[config.mk]
export PLATFORM = sky130hd
export DESIGN_NAME = icsp_serial_programming_master_unit
export DESIGN_NICKNAME = d
export VERILOG_FILES = /design/src/rtl/icsp_pkg.sv /design/src/rtl/icsp_cfg_regs.sv /design/src/rtl/icsp_slot_seq.sv /design/src/rtl/icsp_serial_programming_master_unit.sv
export SDC_FILE = /design/constraint.sdc
export NUM_CORES = 1
export LEC_CHECK = 0
export ABC_AREA = 1
export BUFFER_PORTS_ARGS = -buffer_cell sky130_fd_sc_hd__buf_2
export CAP_MARGIN = 0
export CORE_ASPECT_RATIO = 0.75
export CORE_MARGIN = 8
export CORE_UTILIZATION = 59
export CTS_BUF_LIST = sky130_fd_sc_hd__clkbuf_8 sky130_fd_sc_hd__clkbuf_16
export DETAILED_ROUTE_END_ITERATION = 10
export HOLD_SLACK_MARGIN = 0.06
export PLACE_DENSITY_LB_ADDON = 0.3
export SYNTH_ARGS = -nofsm -noshare
export SYNTH_HDL_FRONTEND = slang
export SYNTH_SLANG_ARGS = --single-unit
[constraint.sdc]
create_clock -name clk -period 5.01 [get_ports clk]
set_clock_uncertainty 0.05 [all_clocks]
set_input_delay 0.2505 -clock clk [delete_from_list [all_inputs] [get_ports clk]]
set_output_delay 0.2505 -clock clk [all_outputs]
set_load 0.005 [all_outputs]
[src/rtl/icsp_pkg.sv]
// Shared types, codes and constants of the serial programming master.
`timescale 1ns / 1ps

package icsp_pkg;

  // Entry key and its length.
  localparam int unsigned KEY_BITS = 32;
  localparam logic [KEY_BITS-1:0] ENTRY_KEY = 32'h4D43_4850;

  // Fixed gap used around the entry sequence, in microseconds.
  localparam logic [15:0] FIXED_GAP_US = 16'd10;

  // Operation codes.
  localparam logic [1:0] CMD_ENTER = 2'd0;
  localparam logic [1:0] CMD_EXIT  = 2'd1;
  localparam logic [1:0] CMD_XFER  = 2'd2;
  localparam logic [1:0] CMD_PULSE = 2'd3;

  // Slot kinds.
  localparam logic [1:0] KIND_FALL   = 2'd0;
  localparam logic [1:0] KIND_RISE   = 2'd1;
  localparam logic [1:0] KIND_SAMPLE = 2'd2;
  localparam logic [1:0] KIND_STATIC = 2'd3;

  // Serial codes that read a reply byte.
  localparam logic [3:0] CODE_READ_TABLE = 4'h2;
  localparam logic [3:0] CODE_READ_LO    = 4'h8;
  localparam logic [3:0] CODE_READ_HI    = 4'hB;

  // Configuration register indexes.
  localparam int unsigned CFG_IDX_W = 3;
  localparam logic [CFG_IDX_W-1:0] REG_SETUP   = 3'd0;
  localparam logic [CFG_IDX_W-1:0] REG_HOLD    = 3'd1;
  localparam logic [CFG_IDX_W-1:0] REG_A_CODE  = 3'd2;
  localparam logic [CFG_IDX_W-1:0] REG_A_DATA  = 3'd3;
  localparam logic [CFG_IDX_W-1:0] REG_TURN    = 3'd4;
  localparam logic [CFG_IDX_W-1:0] REG_PROG    = 3'd5;
  localparam logic [CFG_IDX_W-1:0] REG_DISCH   = 3'd6;
  localparam logic [CFG_IDX_W-1:0] REG_ENTRY   = 3'd7;

  // Reset values of the timing registers.
  localparam logic [15:0] RST_SETUP  = 16'd1;
  localparam logic [15:0] RST_HOLD   = 16'd1;
  localparam logic [15:0] RST_A_CODE = 16'd1;
  localparam logic [15:0] RST_A_DATA = 16'd1;
  localparam logic [15:0] RST_TURN   = 16'd1;
  localparam logic [15:0] RST_PROG   = 16'd2000;
  localparam logic [15:0] RST_DISCH  = 16'd200;
  localparam logic [15:0] RST_ENTRY  = 16'd500;

  // One operation.
  typedef struct packed {
    logic [1:0]  cmd;
    logic [3:0]  icsp_code;
    logic [15:0] payload;
    logic [7:0]  target_reply;
  } in_item_t;

  // One pin slot.
  typedef struct packed {
    logic [1:0]  slot_kind;
    logic        clock_level;
    logic        data_level;
    logic        data_driven;
    logic        reset_level;
    logic [15:0] wait_us;
    logic [7:0]  read_byte;
    logic        last;
  } out_item_t;

  // Timing register file contents.
  typedef struct packed {
    logic [15:0] setup_time_us;
    logic [15:0] hold_time_us;
    logic [15:0] after_code_us;
    logic [15:0] after_data_us;
    logic [15:0] read_turnaround_us;
    logic [15:0] program_time_us;
    logic [15:0] discharge_time_us;
    logic [15:0] entry_wait_us;
  } cfg_regs_t;

  // Sequencer states.
  typedef enum logic [4:0] {
    ST_IDLE,
    ST_EN_R0,
    ST_EN_R1,
    ST_EN_R2,
    ST_EN_KEY,
    ST_EN_G0,
    ST_EN_G1,
    ST_EX_R0,
    ST_EX_R1,
    ST_EX_R2,
    ST_TR_CODE,
    ST_TR_CGAP,
    ST_TR_IDLE,
    ST_TR_TURN,
    ST_TR_SAMP,
    ST_TR_RDONE,
    ST_WR_DATA,
    ST_DATA_DONE,
    ST_PU_CLK,
    ST_PU_HIGH,
    ST_PU_DIS
  } seq_state_t;

  // True for codes that read a reply byte.
  function automatic logic is_read_code(input logic [3:0] code);
    return (code == CODE_READ_TABLE) || ((code >= CODE_READ_LO) && (code <= CODE_READ_HI));
  endfunction

endpackage

[src/rtl/icsp_cfg_regs.sv]
// Timing register file written through the configuration port.
`timescale 1ns / 1ps

module icsp_cfg_regs (
  input  logic                            clk,
  input  logic                            rst_n,
  input  logic                            cfg_we,
  input  logic [icsp_pkg::CFG_IDX_W-1:0]  cfg_index,
  input  logic [15:0]                     cfg_wdata,
  output icsp_pkg::cfg_regs_t             regs
);
  import icsp_pkg::*;

  cfg_regs_t regs_r;

  // Registers load their reset timings and take writes one at a time.
  always_ff @(posedge clk) begin
    if (!rst_n) begin
      regs_r.setup_time_us      <= RST_SETUP;
      regs_r.hold_time_us       <= RST_HOLD;
      regs_r.after_code_us      <= RST_A_CODE;
      regs_r.after_data_us      <= RST_A_DATA;
      regs_r.read_turnaround_us <= RST_TURN;
      regs_r.program_time_us    <= RST_PROG;
      regs_r.discharge_time_us  <= RST_DISCH;
      regs_r.entry_wait_us      <= RST_ENTRY;
    end else if (cfg_we) begin
      case (cfg_index)
        REG_SETUP:  regs_r.setup_time_us      <= cfg_wdata;
        REG_HOLD:   regs_r.hold_time_us       <= cfg_wdata;
        REG_A_CODE: regs_r.after_code_us      <= cfg_wdata;
        REG_A_DATA: regs_r.after_data_us      <= cfg_wdata;
        REG_TURN:   regs_r.read_turnaround_us <= cfg_wdata;
        REG_PROG:   regs_r.program_time_us    <= cfg_wdata;
        REG_DISCH:  regs_r.discharge_time_us  <= cfg_wdata;
        REG_ENTRY:  regs_r.entry_wait_us      <= cfg_wdata;
        default: begin
        end
      endcase
    end
  end

  assign regs = regs_r;

endmodule

[src/rtl/icsp_slot_seq.sv]
// Slot sequencer: shifts the key, code, payload and reply one bit per slot.
`timescale 1ns / 1ps

module icsp_slot_seq (
  input  logic                  clk,
  input  logic                  rst_n,
  input  logic                  start,
  input  icsp_pkg::in_item_t    item,
  input  icsp_pkg::cfg_regs_t   regs,
  input  logic                  slot_take,
  output logic                  busy,
  output logic                  slot_valid,
  output icsp_pkg::out_item_t   slot
);
  import icsp_pkg::*;

  seq_state_t state_r, state_nxt;
  logic [KEY_BITS-1:0] shift_r, shift_nxt;
  logic [4:0]          cnt_r, cnt_nxt;
  logic [7:0]          rx_r, rx_nxt;
  logic                rd_r, rd_nxt;
  logic                rl_r, rl_nxt;

  // State and control registers.
  always_ff @(posedge clk) begin
    if (!rst_n) begin
      state_r <= ST_IDLE;
      cnt_r   <= '0;
      rd_r    <= 1'b0;
      rl_r    <= 1'b1;
    end else begin
      state_r <= state_nxt;
      cnt_r   <= cnt_nxt;
      rd_r    <= rd_nxt;
      rl_r    <= rl_nxt;
    end
  end

  // Data shift registers.
  always_ff @(posedge clk) begin
    shift_r <= shift_nxt;
    rx_r    <= rx_nxt;
  end

  assign busy       = (state_r != ST_IDLE);
  assign slot_valid = busy;

  // Slot contents and next state; the sequencer moves on when a slot is taken.
  always_comb begin
    state_nxt = state_r;
    shift_nxt = shift_r;
    cnt_nxt   = cnt_r;
    rx_nxt    = rx_r;
    rd_nxt    = rd_r;
    rl_nxt    = rl_r;

    slot.slot_kind   = KIND_STATIC;
    slot.clock_level = 1'b0;
    slot.data_level  = 1'b0;
    slot.data_driven = 1'b1;
    slot.reset_level = rl_r;
    slot.wait_us     = regs.hold_time_us;
    slot.read_byte   = '0;
    slot.last        = 1'b0;

    case (state_r)
      ST_IDLE: begin
        if (start) begin
          rd_nxt = is_read_code(item.icsp_code);
          case (item.cmd)
            CMD_ENTER: begin
              state_nxt = ST_EN_R0;
              shift_nxt = ENTRY_KEY;
            end
            CMD_EXIT: begin
              state_nxt = ST_EX_R0;
            end
            CMD_XFER: begin
              state_nxt = ST_TR_CODE;
              cnt_nxt   = 5'd3;
              if (is_read_code(item.icsp_code)) begin
                shift_nxt = {20'b0, item.target_reply, item.icsp_code};
              end else begin
                shift_nxt = {12'b0, item.payload, item.icsp_code};
              end
            end
            CMD_PULSE: begin
              state_nxt = ST_PU_CLK;
              cnt_nxt   = 5'd2;
              shift_nxt = '0;
            end
            default: begin
            end
          endcase
        end
      end

      // Entry: reset low, high, low, then the key MSB first, then reset low and high.
      ST_EN_R0: begin
        slot.reset_level = 1'b0;
        if (slot_take) state_nxt = ST_EN_R1;
      end
      ST_EN_R1: begin
        slot.reset_level = 1'b1;
        slot.wait_us     = FIXED_GAP_US;
        if (slot_take) state_nxt = ST_EN_R2;
      end
      ST_EN_R2: begin
        slot.reset_level = 1'b0;
        slot.wait_us     = regs.entry_wait_us;
        if (slot_take) begin
          state_nxt = ST_EN_KEY;
          cnt_nxt   = 5'(KEY_BITS - 1);
          rl_nxt    = 1'b0;
        end
      end
      ST_EN_KEY: begin
        slot.slot_kind   = KIND_RISE;
        slot.data_level  = shift_r[KEY_BITS-1];
        slot.reset_level = 1'b0;
        if (slot_take) begin
          shift_nxt = {shift_r[KEY_BITS-2:0], 1'b0};
          cnt_nxt   = cnt_r - 5'd1;
          if (cnt_r == '0) state_nxt = ST_EN_G0;
        end
      end
      ST_EN_G0: begin
        slot.reset_level = 1'b0;
        slot.wait_us     = FIXED_GAP_US;
        if (slot_take) begin
          state_nxt = ST_EN_G1;
          rl_nxt    = 1'b1;
        end
      end
      ST_EN_G1: begin
        slot.reset_level = 1'b1;
        slot.wait_us     = FIXED_GAP_US;
        slot.last        = 1'b1;
        if (slot_take) state_nxt = ST_IDLE;
      end

      // Exit: lines low, reset pulsed low and released.
      ST_EX_R0: begin
        if (slot_take) state_nxt = ST_EX_R1;
      end
      ST_EX_R1: begin
        slot.reset_level = 1'b0;
        if (slot_take) begin
          state_nxt = ST_EX_R2;
          rl_nxt    = 1'b1;
        end
      end
      ST_EX_R2: begin
        slot.reset_level = 1'b1;
        slot.wait_us     = '0;
        slot.last        = 1'b1;
        if (slot_take) state_nxt = ST_IDLE;
      end

      // Transfer: four code bits LSB first, then the gap.
      ST_TR_CODE: begin
        slot.slot_kind  = KIND_FALL;
        slot.data_level = shift_r[0];
        if (slot_take) begin
          shift_nxt = {1'b0, shift_r[KEY_BITS-1:1]};
          cnt_nxt   = cnt_r - 5'd1;
          if (cnt_r == '0) state_nxt = ST_TR_CGAP;
        end
      end
      ST_TR_CGAP: begin
        slot.wait_us = regs.after_code_us;
        if (slot_take) begin
          if (rd_r) begin
            state_nxt = ST_TR_IDLE;
            cnt_nxt   = 5'd7;
          end else begin
            state_nxt = ST_WR_DATA;
            cnt_nxt   = 5'd15;
          end
        end
      end

      // Read: idle clock slots, turnaround, eight sampled bits.
      ST_TR_IDLE: begin
        slot.slot_kind = KIND_FALL;
        if (slot_take) begin
          cnt_nxt = cnt_r - 5'd1;
          if (cnt_r == '0) state_nxt = ST_TR_TURN;
        end
      end
      ST_TR_TURN: begin
        slot.wait_us = regs.read_turnaround_us;
        if (slot_take) begin
          state_nxt = ST_TR_SAMP;
          cnt_nxt   = 5'd7;
        end
      end
      ST_TR_SAMP: begin
        slot.slot_kind   = KIND_SAMPLE;
        slot.data_level  = shift_r[0];
        slot.data_driven = 1'b0;
        if (slot_take) begin
          shift_nxt = {1'b0, shift_r[KEY_BITS-1:1]};
          rx_nxt    = {shift_r[0], rx_r[7:1]};
          cnt_nxt   = cnt_r - 5'd1;
          if (cnt_r == '0) state_nxt = ST_TR_RDONE;
        end
      end
      ST_TR_RDONE: begin
        slot.wait_us   = regs.after_data_us;
        slot.read_byte = rx_r;
        slot.last      = 1'b1;
        if (slot_take) state_nxt = ST_IDLE;
      end

      // Sixteen data bits LSB first, shared by writes and the pulse.
      ST_WR_DATA: begin
        slot.slot_kind  = KIND_FALL;
        slot.data_level = shift_r[0];
        if (slot_take) begin
          shift_nxt = {1'b0, shift_r[KEY_BITS-1:1]};
          cnt_nxt   = cnt_r - 5'd1;
          if (cnt_r == '0) state_nxt = ST_DATA_DONE;
        end
      end
      ST_DATA_DONE: begin
        slot.wait_us = regs.after_data_us;
        slot.last    = 1'b1;
        if (slot_take) state_nxt = ST_IDLE;
      end

      // Programming pulse: falling clock slots, clock held high, discharge.
      ST_PU_CLK: begin
        slot.slot_kind = KIND_FALL;
        if (slot_take) begin
          cnt_nxt = cnt_r - 5'd1;
          if (cnt_r == '0) state_nxt = ST_PU_HIGH;
        end
      end
      ST_PU_HIGH: begin
        slot.clock_level = 1'b1;
        slot.wait_us     = regs.program_time_us;
        if (slot_take) state_nxt = ST_PU_DIS;
      end
      ST_PU_DIS: begin
        slot.wait_us = regs.discharge_time_us;
        if (slot_take) begin
          state_nxt = ST_WR_DATA;
          cnt_nxt   = 5'd15;
        end
      end

      default: begin
        state_nxt = ST_IDLE;
      end
    endcase
  end

  // The reset line is released whenever no operation is in progress.
  a_idle_reset_high: assert property (@(posedge clk) disable iff (!rst_n)
    (state_r == ST_IDLE) |-> rl_r)
    else $error("reset line low while idle");

  // A started operation always leaves idle.
  a_start_leaves_idle: assert property (@(posedge clk) disable iff (!rst_n)
    (start && (state_r == ST_IDLE)) |=> (state_r != ST_IDLE))
    else $error("operation start ignored");

  // The final slot of an operation returns the sequencer to idle.
  a_last_ends_op: assert property (@(posedge clk) disable iff (!rst_n)
    (slot_take && slot.last) |=> (state_r == ST_IDLE))
    else $error("sequencer busy after final slot");

  // Only the final slot of a read carries a reply byte.
  a_byte_on_last: assert property (@(posedge clk) disable iff (!rst_n)
    (slot_valid && (slot.read_byte != '0)) |-> slot.last)
    else $error("reply byte on a non-final slot");

endmodule

[src/rtl/icsp_serial_programming_master_unit.sv]
// Top level of the serial programming master: input transfer, output register, sequencer.
`timescale 1ns / 1ps

// Master side of a two-wire in-circuit serial programming link. Each input
// transfer is one operation (enter, exit, code transfer, programming pulse)
// and produces a run of pin slots on the output channel, the final one
// marked by last. The slot sequencer loads an operation while idle and
// then emits one slot per cycle while the output side keeps up: enter
// mode produces 37 slots, exit 3, a write transfer or a programming
// pulse 22, a read transfer 23. The sequencer's bit-serial shift
// register moves one key, code, data or reply bit per bit slot. A new
// operation is taken as soon as the final slot of the
// previous one has moved into the output register. Timing registers are to be
// written by the user only while the block is idle; the block itself does not enforce this.
module icsp_serial_programming_master_unit (
  input  logic                            clk,
  input  logic                            rst_n,
  input  logic                            in_valid,
  output logic                            in_stall,
  input  icsp_pkg::in_item_t              in_data,
  output logic                            out_valid,
  input  logic                            out_stall,
  output icsp_pkg::out_item_t             out_data,
  input  logic                            cfg_we,
  input  logic [icsp_pkg::CFG_IDX_W-1:0]  cfg_index,
  input  logic [15:0]                     cfg_wdata
);
  import icsp_pkg::*;

  cfg_regs_t regs;
  out_item_t slot;
  out_item_t out_data_r;
  logic      out_valid_r;
  logic      busy;
  logic      slot_valid;
  logic      slot_take;
  logic      start;

  icsp_cfg_regs u_cfg (
    .clk       (clk),
    .rst_n     (rst_n),
    .cfg_we    (cfg_we),
    .cfg_index (cfg_index),
    .cfg_wdata (cfg_wdata),
    .regs      (regs)
  );

  // An operation is accepted whenever the sequencer is free.
  assign in_stall = busy;
  assign start    = in_valid && !busy;

  icsp_slot_seq u_seq (
    .clk        (clk),
    .rst_n      (rst_n),
    .start      (start),
    .item       (in_data),
    .regs       (regs),
    .slot_take  (slot_take),
    .busy       (busy),
    .slot_valid (slot_valid),
    .slot       (slot)
  );

  // Output register: a slot moves in when the register is empty or being drained.
  assign slot_take = slot_valid && (!out_valid_r || !out_stall);

  always_ff @(posedge clk) begin
    if (!rst_n) begin
      out_valid_r <= 1'b0;
    end else if (slot_take) begin
      out_valid_r <= 1'b1;
    end else if (!out_stall) begin
      out_valid_r <= 1'b0;
    end
  end

  always_ff @(posedge clk) begin
    if (slot_take) begin
      out_data_r <= slot;
    end
  end

  assign out_valid = out_valid_r;
  assign out_data  = out_data_r;

endmodule

==> results of run 1 <==
==> worst max path at each step <==
stage	from	to	slack, ns	cells after the start
floorplan	u_seq.state_r[2]	u_seq.shift_r[0]	0.96	8
global placement	u_seq.state_r[4]	u_seq.shift_r[8]	1.62	10
detailed placement	u_seq.state_r[4]	u_seq.shift_r[2]	1.60	10
CTS	u_seq.state_r[2]	u_seq.shift_r[7]	1.57	8
global route	u_seq.state_r[4]	u_seq.shift_r[7]	1.31	10
finish	u_seq.state_r[4]	u_seq.shift_r[7]	1.48	10
==> flip-flops by register name, summed over array words and instances, names as in the netlist <==
register       cells
out_data          31
out_valid          1
u_cfg.regs       112
u_seq.cnt_r        5
u_seq.rd_r         1
u_seq.rl_r         1
u_seq.rx_r         8
u_seq.shift_r     32
u_seq.state_r      5
==> cell usage in the layout (no fill, tap or decap), types with 6 or more instances in the layout <==
master / instances
buf_2: 86
nand4_1: 22
buf_4: 10
inv_6: 6
inv_1: 69
nor3_1: 7
nor2_2: 10
nand3_1: 47
o22ai_1: 6
inv_2: 11
a22oi_1: 21
nand2_1: 193
dlygate4sd3_1: 7
a221oi_1: 13
a21oi_1: 20
clkbuf_16: 17
dfxtp_1: 125
ha_1: 7
o21ai_0: 106
nor2_1: 252
edfxtp_1: 71
==> routing by layer <==
layer / part of all wire (%) / up-vias
li1: - / 3703
met2: 42 / 382
met3: 10 / 31
met4: 1.3 / 0
met5: 0 / -
met1: 46 / 3575
==> report_power, final <==
| part | total [uW] | switching, uW | internal [uW] |
|---|---|---|---|
| Sequential | 2290 | 169 | 2120 |
| Combinational | 1530 | 1050 | 478 |
| Clock | 1370 | 648 | 725 |
| Total | 5200 | 1870 | 3330 |
==> worst max-delay path, stage by stage (launching register included) <==
cell and delay [ns]:
dfxtp_1 0.44, inv_6 0.16, nand2_1 0.07, nor2_1 0.14, inv_1 0.07, nand2_1 0.51
inv_2 0.26, nand2_2 0.25, nor2_1 0.10, a211oi_4 0.79, buf_4 0.37
==> what timing repair did <==
| item | in CTS | in global routing |
|---|---|---|
| hold buffers | 7 | 0 |
| endpoints found under the hold margin | 7 | 0 |
| setup buffers | 0 | 0 |
==> area by class of cell <==
class | count | area share (%)
Timing Repair Buffer | 103 | 5.791
Sequential cell | 196 | 46.63
Multi-Input combinational cell | 743 | 35.81
Tap cell | 200 | 2.518
Inverter | 83 | 3.210
Antenna cell | 1 | 0.02518
Clock inverter | 14 | 1.599
Clock buffer | 18 | 4.418
==> kinds of logic after synthesis <==
logic type	count (synthesis)	synth area share [%]
xor gates and xnor gates	3	0.3016
AOI/OAI and AO/OA	184	12.64
and+or+nand+nor	549	26.77
DFF	196	53.20
buffers and inverters	127	6.089
adders and majority gates	7	1.005
==> through the flow <==
step | instance area (um2) | cells | setup WS (ns) | total power [uW]
after floorplan | 8712 | 1066 | 0.9634 | 3320
after global placement | 9269 | 1318 | 1.622 | 3797
after detailed placement | 9269 | 1318 | 1.597 | 3816
after CTS | 9937 | 1357 | 1.571 | 5191
after global routing | 9940 | 1358 | 1.313 | 5465
final | 9940 | 1358 | 1.480 | 5195
==> run metrics, run 1 <==
Die W=156.3 um; number of vias per cell=5.663; top cell type's share of synthesized area=28.72%; count leader, synth=nor2_1; per-cell routed wire length=17.15 um; largest net degree at the start of global routing=69; Placement Rows=38; RSZ-0062 raised after global routing=no; initial DRC count=995; status=completed; port buffer count=86; met3 GRT Util=5.872%; Cell variety after synth=41; fin crit share=70.46%; TNS Setup=0 ns; Synth Area per Inst=8.173 um2; CTS Sinks=196; GRT Resource Usage Total=24.82%; WP data arrival=3.61 ns; Final Wtd Congestion=0.9820; Die H=121.2 um; vias in the first global route=6923; static leakage=0.004452 uW; share of layout cells above drive strength 1=14.87%; Setup CP Type=reg2reg; initial core utilization=60.28%; Remaining DRCs=0; die area=0.01895 mm2; Rel. slew slack=31.68%; sequential element share of the synthesized area=53.20%; Antenna Violating Nets Remaining=0; Core Util, Final=68.77%; P&R area growth vs syn=14.09%; grt ovf=0; max_cap viols=0; multi-input logic area=0.003560 mm2; Tightest Hold Check Type=in2reg; asr flop ratio synth=0%; RR Endpoint=u_seq.shift_r[7]; htree depth=4; initial antenna violation count=1; synth top area cells=dfxtp_1 (29%), edfxtp_1 (24%), nor2_1 (11%); critical path capture point type=flip-flop; setup violators final=0; CTS tree=yes; GR Layer Usage met1=36.75%; CP required=5.09 ns; Synth Flop Type=dfxtp_1; R2R Setup Slk=1.48 ns; Post-DP HPWL=15.58 mm; Longest Clk Path Bufs=2; CTS buffer count=17; DR vias=7691; FMAX=283.3 MHz; core area=0.01445 mm2; # resized after CTS=0; slew at the pin with the worst max-slew slack=1.025 ns; Clock Latency Late Sink=0.44 ns; Yosys Warn Count=0; Mapped Cells=1066; Tmin final=3.530 ns; first-pass GRT wire length=36.96 mm; Ports=87; hold path depth=3; Synth Cell Area=0.008712 mm2; Worst Min Path Start=in_data[22]; cells on worst reg2reg path=10; Hold EP=u_seq.shift_r[18]; Root Buffer=clkbuf_16; critical path peak fanout=20; Mapped Nets=1127; Fillers=1211; WHS=0.08850 ns; Startpoint Class=flip-flop; leading area contributor after synthesis=dfxtp_1; routed wire length=23.29 mm; met2 Use GR=35.83%; Post-layout nets=1205; final hold violation count=0; power per cell area=522.7 mW/mm2; largest vdd supply drop=390.1 uV; drt first pass iters=5; number of enable flip-flop cells after synthesis=71; sequential cell area=0.004634 mm2; commonest cells in the netlist=nor2_1 (252), nand2_1 (193), dfxtp_1 (125), o21ai_0 (106), edfxtp_1 (71); Worst-path clk slew=0.07 ns; Final Slew Violations=0; Yosys reg bits=196; FF-to-FF Start=u_seq.state_r[4]; busiest grt layer=met1
No activity file was read; power rests on OpenSTA's default activity.
==> run 2, diff against run 1 <==
clock period = 3.5 ns   (was 5.01 ns; I/O delays follow)
==> run 2 against run 1 <==
Against the previous run: non-clock buffer count is 27 higher; maximum frequency rose by 42%; critical path depth decreased by 1; sequential power grew 44%; sequential share of layout area is 1.0 points lower; count of clock-buffer cells in the layout is 1 higher; combinational power grew 45%; sequential cell count stayed put; die area unchanged; register-to-register slack got worse by 0.47 ns; first-iteration DRC count is 4.8% higher.
==> run metrics, run 2 (synthesized netlist as in run 1, its figures left out) <==
share of layout cells above drive strength 1=14.53% (-0.34 points); fin crit share=71.06% (+0.60 points); # diodes=0 (-1); CTS buffer count=17 (unchanged); commonest non-fill, non-tap cell in the layout=nor2_1; Root Buffer=clkbuf_16; CTS tree=yes; Remaining DRCs=0 (unchanged); number of setup buffers added after CTS=0 (unchanged); final worst slack=1.013 ns (-0.4669 ns); Post-layout nets=1232 (+2.2%); number of vias per cell=5.667 (about the same); Final Wtd Congestion=0.9746 (-0.75%); Final Cell Area=0.01016 mm2 (+2.2%); hold path depth=5 (+2); initial core utilization=60.28% (unchanged); Clock Latency Late Sink=0.44 ns (about the same); Placement Rows=38 (unchanged); Tightest Hold Check Type=in2reg; routed wire length=24.09 mm (+3.5%); RR Endpoint=u_seq.shift_r[19]; Worst-path clk slew=0.07 ns (about the same); Die H=121.2 um (unchanged); Worst Min Path Start=in_data[0]; slew at the pin with the worst max-slew slack=0.7553 ns (-0.2694 ns); max reg flops=112 (unchanged); most frequent cells in the layout=nor2_1 (252), nand2_1 (193), dfxtp_1 (125), o21ai_0 (106), buf_2 (86); WP data arrival=2.57 ns (-1.04 ns); GRT Resource Usage Total=25.75% (+0.93 points); Startpoint Class=flip-flop; CP required=3.58 ns (-1.51 ns); critical path capture point type=flip-flop; Critical Path Start=u_seq.state_r[2]; # resized after CTS=0 (unchanged); critical path peak fanout=20 (unchanged); Setup CP Type=reg2reg; Rel. slew slack=49.59% (+18 points); drt first pass iters=6 (+1); P&R area growth vs syn=16.64%; Final Slew Violations=0 (unchanged); post-place setup slack=1.055 ns (-0.5422 ns); Antenna Violating Nets Remaining=0 (unchanged); Die W=156.3 um (unchanged); per-cell routed wire length=17.41 um (+1.5%); RSZ-0062 raised after global routing=no; vias in the first global route=7070 (+2.1%); CTS Sinks=196 (unchanged); R2R Setup Slk=1.01 ns (-0.47 ns); Hold EP=u_seq.shift_r[4]; hold buffer count at CTS=28 (+21); Post-DP HPWL=15.79 mm (+1.4%); initial DRC count=1043 (+4.8%); core area=0.01445 mm2 (unchanged); static leakage=0.004578 uW (+2.8%); power per cell area=729.3 mW/mm2 (+40%); Longest Clk Path Bufs=2 (unchanged); max_cap viols=0 (unchanged); first-pass GRT wire length=38.08 mm (+3.0%); FMAX=402.1 MHz (+42%); DR vias=7843 (+2.0%); largest net degree at the start of global routing=58 (-16%); largest vdd supply drop=521.9 uV (+34%); Ports=87 (unchanged); htree depth=4 (unchanged); grt ovf=0 (unchanged); status=completed; port buffer count=86 (unchanged); FF-to-FF Start=u_seq.state_r[2]; die area=0.01895 mm2 (unchanged); cells on worst reg2reg path=9 (-1); setup violators final=0 (unchanged); initial antenna violation count=1 (unchanged); TNS Setup=0 ns (unchanged); DP Area=0.009314 mm2 (+0.49%); Tmin final=2.487 ns (-1.043 ns); final hold violation count=0 (unchanged)
## run 2: routing by layer
layer | track usage (%) | part of all wire (%) | vias to the layer above
met1 | 37.66 | 44 | 3587
met5 | 0 | 0.054 | -
li1 | - | - | 3757
met3 | 6.797 | 13 | 37
met4 | 8.743 | 1.6 | 2
met2 | 35.97 | 41 | 460
## run 2: worst max-delay path, stage by stage, from the launching register on
cell and delay, ns:
dfxtp_1 0.42, nor2_2 0.28, nand3_1 0.17, nand2_1 0.10
buf_4 0.24, inv_2 0.16, nand2_2 0.20, nor2_1 0.10
a211oi_4 0.17, buf_4 0.28
## run 2: stage by stage
step,utilization [%],instances,power [uW],hold slack [ns]
floorplan,-,1066,4748,0.2511
global placement,64.44,1324,5472,0.3812
detailed placement,64.44,1324,5492,0.3840
CTS,70.31,1384,7386,0.06250
global route,70.31,1384,7784,0.1107
finish,70.31,1384,7411,0.07648
## run 2: worst max-delay path by stage
| stage | to | slack [ns] | cells after the start |
|---|---|---|---|
| floorplan | u_seq.shift_r[0] | 0.55 | 8 |
| global placement | u_seq.shift_r[8] | 1.11 | 11 |
| detailed placement | u_seq.shift_r[20] | 1.05 | 9 |
| CTS | u_seq.shift_r[19] | 1.04 | 9 |
| global route | u_seq.shift_r[11] | 0.84 | 11 |
| finish | u_seq.shift_r[19] | 1.01 | 9 |
## run 2: where the power goes
part / switching, uW / internal (uW) / total (uW) / leakage, uW
sequential: 258 / 3040 / 3300 / 0.00171
combinational: 1500 / 719 / 2220 / 0.00256
clock: 846 / 1050 / 1900 / 0.000301
## run 2: area by class of cell
class	count	area, um2
multi-input combinational	743	3560
clock buffer	19	475.5
timing repair buffer	130	830.8
sequential	196	4634
inverter	83	319.1
fill	1156	4292
clock inverter	13	92.59
tap	200	250.2
